File: src/rtl/lfu_pkg.sv
// ----------------------------------------------------------------------------
// lfu_pkg
// Shared types, constants and helpers of the LFU cache table.
// ----------------------------------------------------------------------------
package lfu_pkg;

    localparam int unsigned MAX_ENTRIES_DFLT = 16;
    localparam int unsigned DATA_W           = 32;
    localparam int unsigned CAP_W            = 5;

    localparam logic [CAP_W-1:0] CAP_RESET = CAP_W'(16);

    localparam logic OP_GET = 1'b0;
    localparam logic OP_PUT = 1'b1;

    // One table entry as held in the entry memory
    typedef struct packed {
        logic              valid;
        logic [DATA_W-1:0] key;
        logic [DATA_W-1:0] value;
        logic [DATA_W-1:0] count;
        logic [DATA_W-1:0] stamp;
    } entry_t;

    // Scan unit control
    typedef struct packed {
        logic clear;
        logic sample;
    } scan_ctl_t;

    // Scan unit status
    typedef struct packed {
        logic found;
        logic free_ok;
        logic vic_ok;
    } scan_sts_t;

    typedef enum logic [1:0] {
        ST_CLEAR,
        ST_IDLE,
        ST_SCAN,
        ST_WRITE
    } state_t;

    // Saturating increment
    function automatic logic [DATA_W-1:0] sat_inc(input logic [DATA_W-1:0] x);
        return (x == '1) ? x : x + DATA_W'(1);
    endfunction

endpackage

File: src/rtl/lfu_mem.sv
// ----------------------------------------------------------------------------
// lfu_mem
// Entry memory: one write port, one read port with registered read data.
// ----------------------------------------------------------------------------
module lfu_mem #(
    parameter int unsigned DEPTH = lfu_pkg::MAX_ENTRIES_DFLT,
    parameter int unsigned AW    = 4
) (
    input  logic            clk,
    input  logic            we,
    input  logic [AW-1:0]   waddr,
    input  lfu_pkg::entry_t wdata,
    input  logic [AW-1:0]   raddr,
    output lfu_pkg::entry_t rdata
);
    import lfu_pkg::*;

    entry_t mem [0:DEPTH-1];
    entry_t rdata_reg;

    always_ff @(posedge clk)
    begin
        if (we)
        begin
            mem[waddr] <= wdata;
        end
        rdata_reg <= mem[raddr];
    end

    assign rdata = rdata_reg;

endmodule

File: src/rtl/lfu_scan.sv
// ----------------------------------------------------------------------------
// lfu_scan
// Takes the entries one per cycle while sample is set: key match, first free slot, occupancy
// and the LFU victim (least count, then oldest stamp, then lowest index).
// ----------------------------------------------------------------------------
module lfu_scan #(
    parameter int unsigned IW          = 4,
    parameter int unsigned CNT_W       = 5
) (
    input  logic                       clk,
    input  logic                       rst_n,
    input  lfu_pkg::scan_ctl_t         ctl,
    input  logic [IW-1:0]              idx,
    input  lfu_pkg::entry_t            entry,
    input  logic [lfu_pkg::DATA_W-1:0] key,
    output lfu_pkg::scan_sts_t         sts,
    output logic [IW-1:0]              found_idx,
    output logic [lfu_pkg::DATA_W-1:0] found_value,
    output logic [lfu_pkg::DATA_W-1:0] found_count,
    output logic [IW-1:0]              free_idx,
    output logic [IW-1:0]              vic_idx,
    output logic [CNT_W-1:0]           used
);
    import lfu_pkg::*;

    scan_sts_t         sts_reg;
    logic [IW-1:0]     found_idx_reg;
    logic [DATA_W-1:0] found_value_reg;
    logic [DATA_W-1:0] found_count_reg;
    logic [IW-1:0]     free_idx_reg;
    logic [IW-1:0]     vic_idx_reg;
    logic [DATA_W-1:0] vic_count_reg;
    logic [DATA_W-1:0] vic_stamp_reg;
    logic [CNT_W-1:0]  used_reg;
    logic              better;

    // strictly better victim; equal keeps the lower index
    always_comb
    begin
        better = !sts_reg.vic_ok
              || (entry.count < vic_count_reg)
              || ((entry.count == vic_count_reg) && (entry.stamp < vic_stamp_reg));
    end

    always_ff @(posedge clk or negedge rst_n)
    begin
        if (!rst_n)
        begin
            sts_reg         <= '0;
            used_reg        <= '0;
            found_idx_reg   <= '0;
            found_value_reg <= '0;
            found_count_reg <= '0;
            free_idx_reg    <= '0;
            vic_idx_reg     <= '0;
            vic_count_reg   <= '0;
            vic_stamp_reg   <= '0;
        end
        else if (ctl.clear)
        begin
            sts_reg  <= '0;
            used_reg <= '0;
        end
        else if (ctl.sample)
        begin
            if (!entry.valid)
            begin
                if (!sts_reg.free_ok)
                begin
                    sts_reg.free_ok <= 1'b1;
                    free_idx_reg    <= idx;
                end
            end
            else
            begin
                used_reg <= used_reg + CNT_W'(1);
                if (!sts_reg.found && (entry.key == key))
                begin
                    sts_reg.found   <= 1'b1;
                    found_idx_reg   <= idx;
                    found_value_reg <= entry.value;
                    found_count_reg <= entry.count;
                end
                if (better)
                begin
                    sts_reg.vic_ok <= 1'b1;
                    vic_idx_reg    <= idx;
                    vic_count_reg  <= entry.count;
                    vic_stamp_reg  <= entry.stamp;
                end
            end
        end
    end

    assign sts         = sts_reg;
    assign found_idx   = found_idx_reg;
    assign found_value = found_value_reg;
    assign found_count = found_count_reg;
    assign free_idx    = free_idx_reg;
    assign vic_idx     = vic_idx_reg;
    assign used        = used_reg;

endmodule

File: src/rtl/lfu_cache_table.sv
// ----------------------------------------------------------------------------
// lfu_cache_table
// Fully associative key/value cache with LFU replacement, LRU tie-break.
// ----------------------------------------------------------------------------
// Sequence: from start the entry memory is read through its single read port,
//   one entry per cycle, then the write-back state writes the entry and done
//   is registered; busy drops with done, so a new start is taken that same cycle.
// A new command is not taken while a transaction is in flight: busy stays high
//   from the accepted start until done.
// Reset: a clearing pass invalidates every entry with busy held high; config
//   writes are taken throughout.
// Results cannot be stalled: done is a one-cycle strobe.
// ----------------------------------------------------------------------------
module lfu_cache_table #(
    parameter int unsigned MAX_ENTRIES = lfu_pkg::MAX_ENTRIES_DFLT
) (
    input  logic                       clk,
    input  logic                       rst_n,
    // command channel
    input  logic                       start,
    output logic                       busy,
    input  logic                       operation,
    input  logic [lfu_pkg::DATA_W-1:0] key,
    input  logic [lfu_pkg::DATA_W-1:0] value,
    // configuration channel
    input  logic                       cfg_valid,
    output logic                       cfg_ready,
    input  logic [lfu_pkg::CAP_W-1:0]  cfg_data,
    // result
    output logic                       done,
    output logic                       hit,
    output logic [lfu_pkg::DATA_W-1:0] read_value
);
    import lfu_pkg::*;

    localparam int unsigned IW    = (MAX_ENTRIES > 1) ? $clog2(MAX_ENTRIES) : 1;
    localparam int unsigned CNT_W = $clog2(MAX_ENTRIES + 1);

    // ---------------------------------------------------------------- state
    state_t            state_reg, state_next;
    logic [CNT_W-1:0]  rd_idx_reg, rd_idx_next;   // clear/scan address counter
    logic              smp_vld_reg;               // read data valid this cycle
    logic [IW-1:0]     smp_idx_reg;               // index of that read data
    logic [CAP_W-1:0]  cap_reg;
    logic [DATA_W-1:0] tick_reg;
    logic              op_reg;
    logic [DATA_W-1:0] key_reg;
    logic [DATA_W-1:0] val_reg;
    logic              done_reg;
    logic              hit_reg;
    logic [DATA_W-1:0] rv_reg;

    logic              accept;

    // memory side
    logic              mem_we;
    logic [IW-1:0]     mem_waddr;
    entry_t            mem_wdata;
    entry_t            mem_rdata;

    // scan side
    scan_ctl_t         scan_ctl;
    scan_sts_t         scan_sts;
    logic [IW-1:0]     found_idx;
    logic [DATA_W-1:0] found_value;
    logic [DATA_W-1:0] found_count;
    logic [IW-1:0]     free_idx;
    logic [IW-1:0]     vic_idx;
    logic [CNT_W-1:0]  used;

    // result of the write-back cycle
    logic              res_hit;
    logic [DATA_W-1:0] res_value;
    logic              at_cap;

    assign accept    = start && (state_reg == ST_IDLE);
    assign busy      = (state_reg != ST_IDLE);
    assign cfg_ready = 1'b1;

    // ---------------------------------------------------------------- units
    lfu_mem #(
        .DEPTH (MAX_ENTRIES),
        .AW    (IW)
    ) u_mem (
        .clk   (clk),
        .we    (mem_we),
        .waddr (mem_waddr),
        .wdata (mem_wdata),
        .raddr (rd_idx_reg[IW-1:0]),
        .rdata (mem_rdata)
    );

    lfu_scan #(
        .IW          (IW),
        .CNT_W       (CNT_W)
    ) u_scan (
        .clk         (clk),
        .rst_n       (rst_n),
        .ctl         (scan_ctl),
        .idx         (smp_idx_reg),
        .entry       (mem_rdata),
        .key         (key_reg),
        .sts         (scan_sts),
        .found_idx   (found_idx),
        .found_value (found_value),
        .found_count (found_count),
        .free_idx    (free_idx),
        .vic_idx     (vic_idx),
        .used        (used)
    );

    // ---------------------------------------------------------- next state
    always_comb
    begin
        state_next  = state_reg;
        rd_idx_next = rd_idx_reg;
        unique case (state_reg)
            ST_CLEAR:
            begin
                if (rd_idx_reg == CNT_W'(MAX_ENTRIES - 1))
                begin
                    state_next  = ST_IDLE;
                    rd_idx_next = '0;
                end
                else
                begin
                    rd_idx_next = rd_idx_reg + CNT_W'(1);
                end
            end
            ST_IDLE:
            begin
                rd_idx_next = '0;
                if (start)
                begin
                    state_next = ST_SCAN;
                end
            end
            ST_SCAN:
            begin
                // last entry's data is sampled in the cycle the counter hits the end
                if (rd_idx_reg == CNT_W'(MAX_ENTRIES))
                begin
                    state_next = ST_WRITE;
                end
                else
                begin
                    rd_idx_next = rd_idx_reg + CNT_W'(1);
                end
            end
            ST_WRITE:
            begin
                state_next  = ST_IDLE;
                rd_idx_next = '0;
            end
            default:
            begin
                state_next  = ST_IDLE;
                rd_idx_next = '0;
            end
        endcase
    end

    // -------------------------------------------------------------- outputs
    // Write-back is the only memory write of a transaction and happens after
    // the scan has finished, so reads never overlap a pending write: the
    // sequencer itself is the interlock.
    always_comb
    begin
        mem_we    = 1'b0;
        mem_waddr = found_idx;
        mem_wdata = '0;
        scan_ctl  = '0;
        res_hit   = 1'b0;
        res_value = '0;
        // with capacity above MAX_ENTRIES this never holds, which matches clamping
        at_cap    = (DATA_W'(used) >= DATA_W'(cap_reg));
        unique case (state_reg)
            ST_CLEAR:
            begin
                mem_we    = 1'b1;
                mem_waddr = rd_idx_reg[IW-1:0];
            end
            ST_IDLE:
            begin
                scan_ctl.clear = 1'b1;
            end
            ST_SCAN:
            begin
                scan_ctl.sample = smp_vld_reg;
            end
            ST_WRITE:
            begin
                mem_wdata.valid = 1'b1;
                mem_wdata.key   = key_reg;
                mem_wdata.stamp = tick_reg;
                if (scan_sts.found)
                begin
                    // hit: bump count, restamp, put replaces the value
                    res_hit         = 1'b1;
                    res_value       = (op_reg == OP_GET) ? found_value : '0;
                    mem_we          = 1'b1;
                    mem_waddr       = found_idx;
                    mem_wdata.value = (op_reg == OP_PUT) ? val_reg : found_value;
                    mem_wdata.count = sat_inc(found_count);
                end
                else if ((op_reg == OP_PUT) && (cap_reg != '0))
                begin
                    // insert: evict when at capacity, else lowest free slot, else the victim
                    mem_wdata.value = val_reg;
                    mem_wdata.count = DATA_W'(1);
                    if (at_cap && scan_sts.vic_ok)
                    begin
                        mem_we    = 1'b1;
                        mem_waddr = vic_idx;
                    end
                    else if (scan_sts.free_ok)
                    begin
                        mem_we    = 1'b1;
                        mem_waddr = free_idx;
                    end
                    else if (scan_sts.vic_ok)
                    begin
                        mem_we    = 1'b1;
                        mem_waddr = vic_idx;
                    end
                end
            end
            default:
            begin
                mem_we = 1'b0;
            end
        endcase
    end

    // ------------------------------------------------------------ registers
    always_ff @(posedge clk or negedge rst_n)
    begin
        if (!rst_n)
        begin
            state_reg   <= ST_CLEAR;
            rd_idx_reg  <= '0;
            smp_vld_reg <= 1'b0;
            cap_reg     <= CAP_RESET;
            tick_reg    <= DATA_W'(1);
            done_reg    <= 1'b0;
        end
        else
        begin
            state_reg   <= state_next;
            rd_idx_reg  <= rd_idx_next;
            smp_vld_reg <= (state_reg == ST_SCAN) && (rd_idx_reg < CNT_W'(MAX_ENTRIES));
            done_reg    <= (state_reg == ST_WRITE);
            if (cfg_valid && cfg_ready)
            begin
                cap_reg <= cfg_data;
            end
            if (accept)
            begin
                tick_reg <= sat_inc(tick_reg);
            end
        end
    end

    // payload registers
    always_ff @(posedge clk)
    begin
        smp_idx_reg <= rd_idx_reg[IW-1:0];
        if (accept)
        begin
            op_reg  <= operation;
            key_reg <= key;
            val_reg <= value;
        end
        if (state_reg == ST_WRITE)
        begin
            hit_reg <= res_hit;
            rv_reg  <= res_value;
        end
    end

    assign done       = done_reg;
    assign hit        = hit_reg;
    assign read_value = rv_reg;

endmodule

File: config.mk
export PLATFORM = sky130hd
export DESIGN_NAME = lfu_cache_table
export DESIGN_NICKNAME = d
export VERILOG_FILES = /design/src/rtl/lfu_pkg.sv /design/src/rtl/lfu_mem.sv /design/src/rtl/lfu_scan.sv /design/src/rtl/lfu_cache_table.sv
export SDC_FILE = /design/constraint.sdc
export NUM_CORES = 2
export LEC_CHECK = 0
export CAP_MARGIN = 20
export CORE_ASPECT_RATIO = 1.2
export CORE_MARGIN = 2
export CORE_UTILIZATION = 57
export CTS_CLUSTER_SIZE = 25
export DETAILED_ROUTE_END_ITERATION = 12
export DONT_BUFFER_PORTS = 1
export PLACE_DENSITY = 0.75
export SLEW_MARGIN = 20
export SYNTH_ARGS = -nofsm -noshare
export SYNTH_HDL_FRONTEND = slang
export SYNTH_SLANG_ARGS = --single-unit
File: constraint.sdc
create_clock -name clk -period 9.38 [get_ports clk]
set_input_delay 1.876 -clock clk [delete_from_list [all_inputs] [get_ports clk]]
set_output_delay 1.876 -clock clk [all_outputs]
set_load 0.02 [all_outputs]
==> flow_metrics.tcl <==
set metrics [dict create \
    ant_nets 0 \
    p_per_area_nw_per_um2 266 \
    clock_skew_ns 0.0542 \
    grt_max_degree 195 \
    crit_family "buffers and inverters" \
    yosys_most_used_dff "edfxtp_1" \
    power_leakage_nw 34.1 \
    critPathKind "flop to flop" \
    cts_buffers 215 \
    cp.arrival_ns 6.08 \
    ios 110 \
    status "completed" \
    crit_top_cell "buf_4" \
    cts_hold_buf 0 \
    path_buf_inv 3 \
    syn_inst 4290 \
    mostFrequentLayoutCell "edfxtp_1" \
    via_count 43900 \
    slew_violations 0 \
    die_area_um2 169000 \
    rows 163 \
    max_slew_margin_pct 20.4 \
    gp_congestion 0.816 \
    setup_tns_ns 0 \
    start_util_pct 57.5 \
    ys_async_sr_fraction_pct 7.79 \
    synth-edff-count 2162 \
    vias_per_cell 6.53 \
    finalWirelength_um 205000 \
    path_cells "ha_4, inv_1, nor3_1, o21ai_0, o31ai_1, nand2_1, nor2_4, buf_4, buf_4" \
    area_growth_pct 10.5 \
    routedWlPerCell_um 30.5 \
    peakVddDrop_v 0.000290 \
    finalCritPeriodShare_pct 60.0 \
    yosys_warnings 0 \
    fin_total_pwr_w 0.0279 \
    overflow 0 \
    critPathMaxStageDelay_ns 0.79 \
    rsz0062_at_grt "false" \
    root_buffer "clkbuf_16" \
    drt_iter0_drc 5016 \
    critical-path-slowest-cell "buf_4" \
    core-area_um2 165000 \
    synth_top_area_cell "edfxtp_1" \
    dp_hpwl_um 103000 \
    cts_resized 0 \
    yosysSeqAreaShare_pct 76.5 \
    die_width_um 376 \
    synth_area_leaders "edfxtp_1 (69%), mux4_2 (15%), dfrtp_1 (5.1%)" \
    required_ns 9.83 \
    first_pass_iters 5 \
    worstMarginPinSlew_ns 1.19 \
    fin_area_um2 105000 \
    htreeDepth 4 \
    synthDistinctLibCells 62 \
    final_hold_viol_count 0 \
    io_buffers 0 \
    nets 4547 \
    clock_sinks 2489 \
    cts_tree "yes" \
    whs_ns 0.466 \
    grt_pass1_wl_um 304000 \
    clk_transition_reported_paths_ns 0.06 \
    timing.critical_path.from_type "flop" \
    cap_violations 0 \
    synth.avg_cell_area_um2 22.1 \
    largest_reg_flops 2064 \
    place_area_um2 97500 \
    synth.net_count 4445 \
    route.detailed.drc 0 \
    final_cell_mix "edfxtp_1 (2162), mux4_2 (645), clkbuf_16 (216)" \
    hp-class "flop to flop" \
    postCtsSetupRepairBufs 0 \
    endpoint_kind "flop" \
    period_minus_slack_ns 5.63 \
    track_usage_pct 24.7 \
    clk_latency_ns 0.88 \
    drive_above_1_share_pct 26.8 \
    max_freq_mhz 178 \
    synth_top_area_share_pct 68.6 \
    die_h_um 450 \
    synth_seq_cells 2489 \
    cts_buffer_depth 3 \
    finalSetupViolCount 0 \
    syn_area_um2 94700 \
    grt_pass1_vias 45500 \
    worstPathMaxFanout 41 \
    antenna_found_initial 12 \
]
## worst register-to-register path: stages (launching register included)
cell     delay, ns
dfrtp_1       0.44
ha_4          0.60
inv_1         0.49
nor3_1        0.45
o21ai_0       0.24
o31ai_1       0.39
nand2_1       0.32
nor2_4        0.78
buf_4         0.70
buf_4         0.80
## cell usage after synthesis, drive strengths merged (3+ instances only)
cell type,count
nor2,89
a21o,7
o31ai,4
a22o,31
nand4,36
nor4,17
nor3,16
a22oi,3
a211oi,4
or3,6
nand2,63
o211ai,7
mux2,140
xnor2,40
ha,81
a21oi,38
nor2b,3
clkbuf,118
a221oi,3
mux4,645
xor2,51
o31a,3
buf,74
inv,96
mux2i,5
nand3,33
and2,95
dfxtp,133
dfrtp,192
a31oi,3
and3,17
o21ai,36
edfxtp,2162
and4,9
## logic make-up (layout without fill, tap and decap cells)
| logic type | count (synthesis) | after routing | share of synthesized area (%) |
|---|---|---|---|
| simple gates | 394 | 394 | 2.18 |
| xor+xnor | 91 | 91 | 0.842 |
| compound gates | 156 | 156 | 1.13 |
| fa+ha+maj | 81 | 81 | 1.07 |
| other cells | 1 | 3 | 0.00396 |
| flops | 2489 | 2489 | 76.5 |
| mux | 790 | 790 | 17.1 |
| buf+inv | 288 | 581 | 1.20 |
## path summary, 6_finish.rpt
path                       cells past startpoint  slack [ns]                startpoint                                   end
max                                            9        3.75  state_reg[0]$_DFFE_PN0P_            u_mem.mem[1][47]$_DFFE_PP_
min                                            1        0.47   u_mem.rdata[65]$_DFF_P_     u_scan.found_value[1]$_DFFE_PN0P_
max reg2reg                                    9        3.75  state_reg[0]$_DFFE_PN0P_            u_mem.mem[1][47]$_DFFE_PP_
min reg2reg                                    1        0.47   u_mem.rdata[65]$_DFF_P_     u_scan.found_value[1]$_DFFE_PN0P_
max in group asynchronous                      0        7.90                     rst_n  u_scan.vic_count_reg[22]$_DFFE_PN0P_
min in group asynchronous                      0        0.71                     rst_n   u_scan.vic_stamp_reg[3]$_DFFE_PN0P_
## area by class of cell
class	count	area, um^2
Tap cell	2145	2680
Timing Repair Buffer	77	723
Clock buffer	285	5850
Multi-Input combinational cell	1513	21300
Sequential cell	2489	72500
Fill cell	10500	60200
Clock inverter	123	1250
Antenna cell	2	5.00
Inverter	96	362
## metrics by stage
stage | instances | worst slack, ns | util [%]
after CTS | 6725 | 3.91 | 63.5
after global routing | 6729 | 3.61 | 63.5
after detailed placement | 6317 | 3.96 | 59.1
final | 6730 | 3.75 | 63.5
after global placement | 6316 | 4.06 | 59.1
after floorplan | 4290 | 0.594 | -
## metal layers
| layer | routed length, um | GRT usage, % |
|---|---|---|
| met1 | 78400 | 33.5 |
| met2 | 106000 | 41.7 |
| met3 | 14700 | 3.97 |
| met4 | 5440 | 7.66 |
| met5 | 66 | 0 |
## where the power goes
group / internal (W) / switching, W / total, W / leakage (nW)
Clock: 0.00494 / 0.00391 / 0.00885 / 3.49
Combinational: 0.00264 / 0.00279 / 0.00543 / 7.02
Sequential: 0.0130 / 0.000535 / 0.0136 / 23.6
Note: power is estimated with default switching activity, not from simulation.
